`src/hw/rtl/ews_pkg.sv`:
```
// Shared types, constants and matcher functions of the encoded word splitter.
package ews_pkg;

   // Default width of the internal byte offset counters.
   localparam int OFFSET_BITS_DEFAULT = 16;

   // Number of result records the output queue holds (a power of two, at least 2).
   localparam int QUEUE_DEPTH_DEFAULT = 4;

   // Width of every offset and length field in a result record.
   localparam int FIELD_BITS = 16;

   // Characters that the matcher looks for.
   localparam logic [7:0] CH_QUESTION = 8'h3F;
   localparam logic [7:0] CH_EQUALS   = 8'h3D;
   localparam logic [7:0] CH_LOWER_B  = 8'h62;
   localparam logic [7:0] CH_LOWER_Q  = 8'h71;
   localparam logic [7:0] CASE_BIT    = 8'h20;

   // Chunk kinds and coding letters as they appear in a record.
   localparam logic KIND_RAW     = 1'b0;
   localparam logic KIND_ENCODED = 1'b1;
   localparam logic CODING_B     = 1'b0;
   localparam logic CODING_Q     = 1'b1;

   // Byte classes seen by the matcher.
   typedef enum logic [1:0] {
      TK_EQ     = 2'd0,
      TK_QM     = 2'd1,
      TK_OTHER  = 2'd2,
      TK_LETTER = 2'd3
   } tok_type;

   // Matcher states, one-hot.
   typedef enum logic [7:0] {
      MS_START    = 8'b0000_0001,  // nothing matched
      MS_EQ       = 8'b0000_0010,  // seen "="
      MS_OPEN     = 8'b0000_0100,  // seen "=?"
      MS_CHARSET  = 8'b0000_1000,  // inside the charset
      MS_CS_END   = 8'b0001_0000,  // seen the "?" after the charset
      MS_LETTER   = 8'b0010_0000,  // seen the encoding letter
      MS_DATA     = 8'b0100_0000,  // inside the data
      MS_DATA_QM  = 8'b1000_0000   // seen the "?" that may close the word
   } ms_type;

   // Outcome of one matcher step.
   typedef struct packed {
      logic   fail;
      logic   done;
      ms_type next;
   } step_type;

   // One result record.
   typedef struct packed {
      logic                  chunk_kind;
      logic                  coding;
      logic [FIELD_BITS-1:0] charset_start;
      logic [FIELD_BITS-1:0] charset_length;
      logic [FIELD_BITS-1:0] payload_start;
      logic [FIELD_BITS-1:0] payload_length;
      logic                  final_chunk;
      logic                  too_long;
   } record_type;

   // Push flags from the record builder to the queue.
   typedef struct packed {
      logic first;
      logic second;
   } push_type;

   // Sort a byte into the classes the matcher distinguishes.
   function automatic tok_type classify(logic [7:0] ch);
      tok_type t;
      if (ch == CH_QUESTION) begin
         t = TK_QM;
      end else if (ch == CH_EQUALS) begin
         t = TK_EQ;
      end else if ((ch | CASE_BIT) == CH_LOWER_B || (ch | CASE_BIT) == CH_LOWER_Q) begin
         t = TK_LETTER;
      end else begin
         t = TK_OTHER;
      end
      return t;
   endfunction

   // One step of the encoded word syntax.
   function automatic step_type advance(ms_type s, tok_type t);
      step_type r;
      r.fail = 1'b0;
      r.done = 1'b0;
      r.next = MS_START;
      case (s)
         MS_START: begin
            r.next = (t == TK_EQ) ? MS_EQ : MS_START;
         end
         MS_EQ: begin
            if (t == TK_QM) r.next = MS_OPEN;
            else r.fail = 1'b1;
         end
         MS_OPEN: begin
            if (t == TK_EQ || t == TK_QM) r.fail = 1'b1;
            else r.next = MS_CHARSET;
         end
         MS_CHARSET: begin
            if (t == TK_QM) r.next = MS_CS_END;
            else if (t == TK_EQ) r.fail = 1'b1;
            else r.next = MS_CHARSET;
         end
         MS_CS_END: begin
            if (t == TK_LETTER) r.next = MS_LETTER;
            else r.fail = 1'b1;
         end
         MS_LETTER: begin
            if (t == TK_QM) r.next = MS_DATA;
            else r.fail = 1'b1;
         end
         MS_DATA: begin
            r.next = (t == TK_QM) ? MS_DATA_QM : MS_DATA;
         end
         MS_DATA_QM: begin
            if (t == TK_EQ) r.done = 1'b1;
            else r.fail = 1'b1;
         end
         default: begin
            r.next = MS_START;
         end
      endcase
      return r;
   endfunction

endpackage

```
`src/hw/rtl/ews_result_queue.sv`:
```
// Small register queue that holds result records until the receiver takes them.
module ews_result_queue #(
   parameter int DEPTH = ews_pkg::QUEUE_DEPTH_DEFAULT
) (
   input  logic                clock,
   input  logic                reset,
   input  ews_pkg::push_type   push,
   input  ews_pkg::record_type push_rec0,
   input  ews_pkg::record_type push_rec1,
   output logic                no_room,
   output logic                head_valid,
   input  logic                head_stall,
   output ews_pkg::record_type head_rec
);

   localparam int PtrBits   = (DEPTH > 1) ? $clog2(DEPTH) : 1;
   localparam int CountBits = $clog2(DEPTH + 1);

   ews_pkg::record_type entries [DEPTH];

   logic [PtrBits-1:0]   wr_ptr_ff, wr_ptr_in, wr_ptr_second;
   logic [PtrBits-1:0]   rd_ptr_ff, rd_ptr_in;
   logic [CountBits-1:0] count_ff, count_in;
   logic                 pop;

   // The head record leaves when the receiver does not stall it.
   assign head_valid = (count_ff != '0);
   assign head_rec   = entries[rd_ptr_ff];
   assign pop        = head_valid & ~head_stall;

   // A request can push two records, so keep two slots free.
   assign no_room = (count_ff > CountBits'(DEPTH - 2));

   // Pointer and fill count updates.
   always_comb begin
      wr_ptr_second = PtrBits'(wr_ptr_ff + 1'b1);
      wr_ptr_in     = PtrBits'(wr_ptr_ff + PtrBits'(push.first) + PtrBits'(push.second));
      rd_ptr_in     = PtrBits'(rd_ptr_ff + PtrBits'(pop));
      count_in      = CountBits'(count_ff + CountBits'(push.first)
                                 + CountBits'(push.second) - CountBits'(pop));
   end

   always_ff @(posedge clock) begin
      if (reset) begin
         wr_ptr_ff <= '0;
         rd_ptr_ff <= '0;
         count_ff  <= '0;
      end else begin
         wr_ptr_ff <= wr_ptr_in;
         rd_ptr_ff <= rd_ptr_in;
         count_ff  <= count_in;
      end
   end

   // Record storage; the second record goes into the slot after the first.
   always_ff @(posedge clock) begin
      if (push.first) begin
         entries[wr_ptr_ff] <= push_rec0;
      end
      if (push.second) begin
         entries[wr_ptr_second] <= push_rec1;
      end
   end

endmodule

```
`src/hw/rtl/encoded_word_splitter_unit.sv`:
```
// Top level of the encoded word splitter: matcher, offset registers and result queue.
//
//   channel   direction  accepted when            carries
//   req_*     in         req_valid & !req_stall   one header byte, end-of-text flag
//   rsp_*     out        rsp_valid & !rsp_stall   one raw or encoded chunk record
//
// One request is taken per cycle while the result queue has two free slots.
// The matcher step and record build are combinational from the state registers
// into the queue, so a record can be offered the cycle after its request when the queue is empty.
// A closing "?=" pushes two records, which leave one after the other.
// Reset clears the matcher, the offsets and the queue.
// rsp_stall holds the head record; req_stall rises when fewer than two slots are free.
module encoded_word_splitter_unit #(
   parameter int OFFSET_BITS = ews_pkg::OFFSET_BITS_DEFAULT,
   parameter int QUEUE_DEPTH = ews_pkg::QUEUE_DEPTH_DEFAULT
) (
   input  logic                          clock,
   input  logic                          reset,
   input  logic                          req_valid,
   output logic                          req_stall,
   input  logic [7:0]                    req_text_byte,
   input  logic                          req_end_of_text,
   output logic                          rsp_valid,
   input  logic                          rsp_stall,
   output logic                          rsp_chunk_kind,
   output logic                          rsp_coding,
   output logic [ews_pkg::FIELD_BITS-1:0] rsp_charset_start,
   output logic [ews_pkg::FIELD_BITS-1:0] rsp_charset_length,
   output logic [ews_pkg::FIELD_BITS-1:0] rsp_payload_start,
   output logic [ews_pkg::FIELD_BITS-1:0] rsp_payload_length,
   output logic                          rsp_final_chunk,
   output logic                          rsp_too_long
);

   localparam logic [OFFSET_BITS-1:0] OfsMax = '1;
   localparam int WideBits = (OFFSET_BITS > ews_pkg::FIELD_BITS) ?
                             OFFSET_BITS : ews_pkg::FIELD_BITS;

   // Offset increment that sticks at the top value.
   function automatic logic [OFFSET_BITS-1:0] sat_inc(logic [OFFSET_BITS-1:0] v);
      return (v == OfsMax) ? v : OFFSET_BITS'(v + 1'b1);
   endfunction

   // Subtraction that stops at zero.
   function automatic logic [OFFSET_BITS-1:0] sat_sub(logic [OFFSET_BITS-1:0] a,
                                                      logic [OFFSET_BITS-1:0] b);
      return (a > b) ? OFFSET_BITS'(a - b) : '0;
   endfunction

   // Low bits of an offset as a record field, zero-extended when the offset is narrow.
   function automatic logic [ews_pkg::FIELD_BITS-1:0] to_field(logic [OFFSET_BITS-1:0] v);
      logic [WideBits-1:0] w;
      w = WideBits'(v);
      return w[ews_pkg::FIELD_BITS-1:0];
   endfunction

   ews_pkg::ms_type         state_ff, state_in;
   logic [OFFSET_BITS-1:0]  offset_ff, offset_in;
   logic [OFFSET_BITS-1:0]  charset_begin_ff, charset_begin_in;
   logic [OFFSET_BITS-1:0]  coding_offset_ff, coding_offset_in;
   logic [OFFSET_BITS-1:0]  data_mark_ff, data_mark_in;
   logic [OFFSET_BITS-1:0]  raw_begin_ff, raw_begin_in;
   logic                    overflowed_ff, overflowed_in;
   logic                    coding_bit_ff, coding_bit_in;

   logic                    req_fire;
   logic                    ovf_now;
   ews_pkg::tok_type        tok;
   ews_pkg::step_type       step;
   ews_pkg::ms_type         ns;
   ews_pkg::push_type       push;
   ews_pkg::record_type     rec0, rec1, head_rec;

   assign req_fire = req_valid & ~req_stall;

   // Matcher step, offset bookkeeping and record build for one request.
   always_comb begin
      state_in         = state_ff;
      offset_in        = offset_ff;
      charset_begin_in = charset_begin_ff;
      coding_offset_in = coding_offset_ff;
      data_mark_in     = data_mark_ff;
      raw_begin_in     = raw_begin_ff;
      overflowed_in    = overflowed_ff;
      coding_bit_in    = coding_bit_ff;
      push             = '0;

      ovf_now = overflowed_ff | (offset_ff == OfsMax);
      tok     = ews_pkg::classify(req_text_byte);
      step    = ews_pkg::advance(state_ff, tok);
      // A byte that breaks a partial match is looked at again from the start.
      if (step.fail) begin
         step = ews_pkg::advance(ews_pkg::MS_START, tok);
      end
      ns = step.next;

      // Raw chunk ahead of a word, or the trailing raw chunk at end of text.
      rec0.chunk_kind     = ews_pkg::KIND_RAW;
      rec0.coding         = ews_pkg::CODING_B;
      rec0.charset_start  = '0;
      rec0.charset_length = '0;
      rec0.payload_start  = to_field(raw_begin_ff);
      rec0.payload_length = to_field(sat_sub(sat_inc(offset_ff), raw_begin_ff));
      rec0.final_chunk    = 1'b1;
      rec0.too_long       = ovf_now;

      // Encoded word chunk.
      rec1.chunk_kind     = ews_pkg::KIND_ENCODED;
      rec1.coding         = coding_bit_ff;
      rec1.charset_start  = to_field(charset_begin_ff);
      rec1.charset_length = to_field(sat_sub(sat_sub(coding_offset_ff, OFFSET_BITS'(1)),
                                             charset_begin_ff));
      rec1.payload_start  = to_field(data_mark_ff);
      rec1.payload_length = to_field(sat_sub(sat_sub(offset_ff, OFFSET_BITS'(1)),
                                             data_mark_ff));
      rec1.final_chunk    = req_end_of_text;
      rec1.too_long       = ovf_now;

      if (req_fire) begin
         overflowed_in = ovf_now;

         // Remember where the charset, the letter and the data begin.
         if (ns == ews_pkg::MS_OPEN && state_ff == ews_pkg::MS_EQ) begin
            charset_begin_in = sat_inc(offset_ff);
         end
         if (ns == ews_pkg::MS_CS_END && state_ff == ews_pkg::MS_CHARSET) begin
            coding_offset_in = sat_inc(offset_ff);
         end
         if (ns == ews_pkg::MS_LETTER) begin
            coding_bit_in = ((req_text_byte | ews_pkg::CASE_BIT) == ews_pkg::CH_LOWER_Q) ?
                            ews_pkg::CODING_Q : ews_pkg::CODING_B;
         end
         if (ns == ews_pkg::MS_DATA && state_ff == ews_pkg::MS_LETTER) begin
            data_mark_in = sat_inc(offset_ff);
         end

         if (step.done) begin
            // Closing "?=": the raw text before the word, then the word itself.
            rec0.payload_length = to_field(sat_sub(sat_sub(charset_begin_ff,
                                                           OFFSET_BITS'(2)), raw_begin_ff));
            rec0.final_chunk    = 1'b0;
            push.first          = 1'b1;
            push.second         = 1'b1;
            raw_begin_in        = sat_inc(offset_ff);
            state_in            = ews_pkg::MS_START;
         end else begin
            state_in = ns;
         end

         offset_in = sat_inc(offset_ff);

         // End of text: report what is left and start over for the next string.
         if (req_end_of_text) begin
            if (!step.done) begin
               push.first = 1'b1;
            end
            state_in         = ews_pkg::MS_START;
            offset_in        = '0;
            charset_begin_in = '0;
            coding_offset_in = '0;
            data_mark_in     = '0;
            raw_begin_in     = '0;
            overflowed_in    = 1'b0;
            coding_bit_in    = 1'b0;
         end
      end
   end

   always_ff @(posedge clock) begin
      if (reset) begin
         state_ff         <= ews_pkg::MS_START;
         offset_ff        <= '0;
         charset_begin_ff <= '0;
         coding_offset_ff <= '0;
         data_mark_ff     <= '0;
         raw_begin_ff     <= '0;
         overflowed_ff    <= 1'b0;
         coding_bit_ff    <= 1'b0;
      end else begin
         state_ff         <= state_in;
         offset_ff        <= offset_in;
         charset_begin_ff <= charset_begin_in;
         coding_offset_ff <= coding_offset_in;
         data_mark_ff     <= data_mark_in;
         raw_begin_ff     <= raw_begin_in;
         overflowed_ff    <= overflowed_in;
         coding_bit_ff    <= coding_bit_in;
      end
   end

   // Result queue between the record builder and the response channel.
   ews_result_queue #(
      .DEPTH (QUEUE_DEPTH)
   ) u_queue (
      .clock      (clock),
      .reset      (reset),
      .push       (push),
      .push_rec0  (rec0),
      .push_rec1  (rec1),
      .no_room    (req_stall),
      .head_valid (rsp_valid),
      .head_stall (rsp_stall),
      .head_rec   (head_rec)
   );

   // Response fields from the head record.
   assign rsp_chunk_kind     = head_rec.chunk_kind;
   assign rsp_coding         = head_rec.coding;
   assign rsp_charset_start  = head_rec.charset_start;
   assign rsp_charset_length = head_rec.charset_length;
   assign rsp_payload_start  = head_rec.payload_start;
   assign rsp_payload_length = head_rec.payload_length;
   assign rsp_final_chunk    = head_rec.final_chunk;
   assign rsp_too_long       = head_rec.too_long;

endmodule

```
`config.mk`:
```
export PLATFORM = sky130hd
export DESIGN_NAME = encoded_word_splitter_unit
export DESIGN_NICKNAME = d
export VERILOG_FILES = /design/src/hw/rtl/ews_pkg.sv /design/src/hw/rtl/ews_result_queue.sv /design/src/hw/rtl/encoded_word_splitter_unit.sv
export SDC_FILE = /design/constraint.sdc
export NUM_CORES = 1
export LEC_CHECK = 0
export BUFFER_PORTS_ARGS = -buffer_cell sky130_fd_sc_hd__buf_2
export CAP_MARGIN = 10
export CORE_ASPECT_RATIO = 0.8
export CORE_UTILIZATION = 60
export DETAILED_ROUTE_END_ITERATION = 12
export GPL_TIMING_DRIVEN = 0
export PLACE_DENSITY = 0.85
export SYNTH_ARGS = -nofsm -noshare
export SYNTH_HDL_FRONTEND = slang
export SYNTH_SLANG_ARGS = --single-unit
```
`constraint.sdc`:
```
create_clock -name clock -period 5.64 [get_ports clock]
set_input_delay 0.846 -clock clock [delete_from_list [all_inputs] [get_ports clock]]
set_output_delay 0.846 -clock clock [all_outputs]
set_load 0.03 [all_outputs]
```
# [Word-level counts from Yosys, hierarchy flattened]
# Memories as Yosys holds them, arrays and structs flattened. A register that Yosys moved wholly into a read port is not among the register bits.
# Cells that the tools add are included.
[op_classes] n_addsub=15 mul=0 div=0 order_cmp=8 eq_ne=19 n_shift=0 n_mux=55 n_bitwise=5 n_reduce_logical=18
[op_table] cell="$mux W16" n=17
[op_table] cell="$gt A16 B16 Y1" n=4
[op_table] cell="$sub A16 B16 Y16" n=4
[op_table] cell="$pmux W8 S7" n=1
[op_table] cell="$mux W17" n=2
[op_table] cell="$eq A8 B6 Y1 const B" n=4
[op_table] cell="$gt A16 B1 Y1 const B" n=2
[op_table] cell="$sub A16 B1 Y16 const B" n=2
[op_table] cell="$mux W8" n=3
[op_table] cell="$mux W1" n=18
[op_table] cell="$add A16 B1 Y16 const B" n=1
[op_table] cell="$eq A16 B16 Y1 const B" n=1
[op_table] cell="$eq A8 B3 Y1 const B" n=2
[op_table] cell="$eq A8 B5 Y1 const B" n=2
[op_table] cell="$eq A8 B7 Y1 const B" n=2
[op_table] cell="$gt A16 B2 Y1 const B" n=1
[op_table] cell="$sub A16 B2 Y16 const B" n=1
[op_table] cell="$eq A7 B6 Y1 const B" n=2
[op_table] cell="$mux W2" n=6
[op_table] cell="$reduce_and A2 Y1" n=5
[op_table] cell="$reduce_bool A2 Y1" n=5
[op_table] cell="$mux W9" n=1
[op_table] cell="$eq A8 B1 Y1 const B" n=1
[op_table] cell="$eq A8 B2 Y1 const B" n=1
[op_table] cell="other kinds (23)" n=32
[totals] regBits=97 latchBits=0 mem_bits_rw=272 rom_bits=0 memories=1
[memory_table] name="u_queue.entries" depth=4 word_bits=68 rd=1 rd_ports_with_merged_regs=1 wr=2 line="ews_result_queue.sv:19" text="ews_pkg::record_type entries [DEPTH];"

# [Logic depth before layout (Yosys ltp)]
[logic_depth] depth_word=17 depth_mapped=18

# [Cells and area by module]
# A second synthesis with hierarchy kept.
[unflattened] hier_cells=1900 area_unflattened_um2=21989.8
[modules_own_cells] module="ews_result_queue" instances=1 cells_each=701 area_each_um2=13417.9 seq_area_each_um2=8308.0
[modules_own_cells] module="encoded_word_splitter_unit" instances=1 cells_each=1199 area_each_um2=8572.0 seq_area_each_um2=1801.7

# [Worst setup path after synthesis]
# OpenSTA, ideal clock, no wires.
[synth_path] kind="register -> register" from="register u_queue.count_ff[1]" to="memory u_queue.entries[3][0] (netlist bit) (enable)" setup_time_ps=708 arrival_ps=3539 required_ps=4932 slack_ps=1394 path_stages_with_launch=11 n_path_buf=2 period_less_slack_ps=4246 path_cell_list="dfxtp_1 > inv_1 > ha_1 > nor2_1 > nor2b_1 > clkbuf_1 > a21oi_2 > clkinv_1 > nand3_1 > clkbuf_1 > nand2_1"
[synth_lines] item="start, declared" line="ews_result_queue.sv:23" text="logic [CountBits-1:0] count_ff, count_in;"
[synth_lines] item="start signal, assigned" line="ews_result_queue.sv:51" text="count_ff <= count_in;"
[synth_lines] item="end, declared" line="ews_result_queue.sv:19"

==> flow_metrics.py <==
metrics = {
    "flow_run": {
        "maxCapViolCount": 0,
    },
    "global_routing": {
        "grt_pass1_vias": 16920,
        "grt_use_total": 0.3768,
        "grt_max_degree": 47,
        "antenna_found_initial": 1,
        "grt_overflow_total": 0,
        "grt_pass1_wl_um": 99680,
    },
    "yosys": {
        "synth.area.top_cells": "edfxtp_1 39%, dfxtp_1 9.8%, mux4_2 7.4%",
        "ys_ff_latch": 369,
        "synth_edf_count": 268,
        "mappedNetlistArea_um2": 20630,
        "yosysSeqAreaShare": 0.4881,
        "syn_nets": 2068,
        "yosysTopAreaCellShare": 0.3901,
        "synth.most_common_cell": "edfxtp_1",
        "synth_common_cells": "268 x edfxtp_1, 191 x nor2_1, 158 x nand2_1",
        "ys_types": 76,
        "yosys_warnings": 0,
        "netlist_instances": 1975,
        "ys.flop_type": "edfxtp_1",
        "synth_area_per_cell_um2": 10.45,
        "yosysTopAreaCell": "edfxtp_1",
        "async_reset_ff_frac": 0,
    },
    "sta": {
        "hold_violations": 0,
        "relSlewSlack": 0.1947,
        "finalSetupViolations": 0,
        "finClkSkew_ns": 0.02779,
        "fin_crit_ns": 5.526,
        "slew_viol_final": 0,
        "fin_hold_ws_ns": 0.4721,
        "rsz0062_at_grt": "no",
        "max_freq_mhz": 181.0,
        "finalCritPeriodShare": 0.9798,
        "worst_pin_slew_ns": 1.200,
        "setup_ws_ns": 0.1142,
    },
    "clocking": {
        "htreeDepth": 2,
        "tritoncts": "yes",
        "cts_max_path_buffers": 3,
        "cts_buffers": 37,
        "clkTransAtPathRegs_ns": 0.06,
        "postCtsHoldBufs": 0,
        "cts-root-buf": "clkbuf_16",
        "cts_sinks": 369,
        "clock_latency_ns": 0.56,
    },
    "outcome": {
        "outcome": "completed",
    },
    "power": {
        "peakVddDrop_mv": 0.2758,
        "p_per_area_nw_per_um2": 345.7,
        "leakagePower_nw": 7.879,
    },
    "floorplan": {
        "fp.dieW_um": 209.3,
        "fp.dieH_um": 167.9,
        "io_pins": 83,
        "core_area_um2": 33710,
        "floorplan.initialDensity": 0.6121,
        "die_area_um2": 35140,
        "rows": 60,
    },
    "setup_path": {
        "reg2reg_slack_ns": 0.11,
        "cp-startpoint": "offset_ff[0]",
        "critPathArrivalTime_ns": 5.78,
        "r2r_end": "u_queue.entries[2][13]",
        "crit_type": "flop to flop",
        "r2r_cells": 15,
        "endpoint_kind": "flop",
        "required_ns": 5.90,
        "worstReg2RegStart": "offset_ff[0]",
        "cp-endpoint": "u_queue.entries[2][13]",
        "critPathLaunchType": "flop",
        "worstPathMaxFanout": 10,
    },
    "worst_hold_path": {
        "hold_path.class": "flop to flop",
        "whs_path_depth": 1,
    },
    "drt": {
        "drt_iter0_markers": 2975,
        "ant_nets": 0,
        "wl_per_cell_um": 26.14,
        "wirelength_um": 66990,
        "first_pass_iters": 7,
        "via_count": 18250,
        "route.detailed.drc": 0,
        "viasPerCell": 7.120,
    },
    "place": {
        "dp_hpwl_um": 47700,
        "pre_cts_slack_ns": 0.05939,
        "portBuffers": 81,
        "place.gp.congestion": 1.055,
    },
    "finish": {
        "finalNetCount": 2192,
        "final_layout_size_suffix_gt1_frac": 0.1180,
        "area_growth_pct": 11.38,
        "fillCellCount": 2397,
    },
}
[per-stage QoR]
stage | TNS, ns | area (µm²) | total power, W | utilization | instances
global route | 0 | 22980 | 0.008143 | 0.6817 | 2562
global placement | -243.77 | 21580 | 0.005319 | 0.6402 | 2490
floorplan | 0 | 20630 | 0.004765 | - | 1975
finish | 0 | 22980 | 0.007945 | 0.6818 | 2563
CTS | 0 | 22970 | 0.007864 | 0.6814 | 2562
detailed placement | 0 | 21720 | 0.005368 | 0.6444 | 2494
[cell type report]
cell class	count	area [µm²]	share of cell area
inverters	81	304.0	0.01323
clock inverters	17	195.2	0.008493
flip-flops and latches	369	10070	0.4382
clock buffers	51	1051	0.04573
well taps	434	543.0	0.02363
repair buffers	85	515.5	0.02243
diodes	1	2.502	0.0001089
multi-input cells	1410	9853	0.4288
plain buffers	115	446.7	0.01944
[flip-flops by register name, summed over array words and instances, names as in the netlist]
signal	cells
data_mark_ff	16
overflowed_ff	1
state_ff	8
raw_begin_ff	16
coding_bit_ff	1
u_queue.count_ff	3
u_queue.entries	272
u_queue.rd_ptr_ff	2
offset_ff	16
u_queue.wr_ptr_ff	2
charset_begin_ff	16
coding_offset_ff	16
[worst min-delay path by stage]
stage,start,endpoint
floorplan,u_queue.entries[2][67],u_queue.entries[2][67]
global placement,u_queue.entries[1][67],u_queue.entries[1][67]
detailed placement,u_queue.entries[1][67],u_queue.entries[1][67]
CTS,raw_begin_ff[15],raw_begin_ff[15]
global route,u_queue.entries[0][67],u_queue.entries[0][67]
finish,u_queue.entries[1][67],u_queue.entries[1][67]
[power breakdown]
| group | total (W) | switching, W | internal [W] | leakage [nW] |
|---|---|---|---|---|
| combinational | 0.00235 | 0.00155 | 0.000799 | 4.06 |
| sequential | 0.00304 | 0.0000441 | 0.00300 | 3.20 |
| clock | 0.00255 | 0.00109 | 0.00146 | 0.618 |
| total | 0.00795 | 0.00268 | 0.00526 | 7.88 |
[layout by cell type (no fill, tap or decap), types with 78 or more instances in the layout]
cell      count
nor2_1      191
buf_2        90
clkbuf_1    105
nand3_1      90
dfxtp_1     101
a21oi_1     121
edfxtp_1    268
nand2_1     154
o22ai_1     114
inv_1        78
[logic make-up after synthesis]
kind of cell    Yosys count  share of synthesized area
simple gates            730                     0.1767
compound gates          453                     0.1395
flops                   369                     0.4881
buf+inv                 196                    0.03639
fa+ha+maj                80                    0.05106
mux                      75                    0.07774
xor+xnor                 72                    0.03056
[critical path: stages, from the launching register on]
cell and delay (ns):
dfxtp_1 0.42, ha_1 0.27, and3_1 0.21, and4_1 0.22, a31oi_1 0.33, nand2_1 0.12, xnor2_1 0.86, ha_1 0.45
o21a_1 0.15, o2111ai_1 0.17, a21oi_1 0.09, nor3b_1 0.70, nor2_1 0.18, buf_2 0.26, a22oi_1 0.60, o22ai_1 0.19
[per-layer routing]
layer,part of all wire,global-route usage
met5,0.00033,0
met2,0.43,0.5488
met1,0.37,0.5174
met4,0.042,0.1566
met3,0.16,0.1261
[repair_timing]
item | in CTS | in global routing
setup endpoints to repair | 0 | 10
setup buffers | 0 | 0
resized for setup | 0 | 1
(Power assumes the default switching activity.)
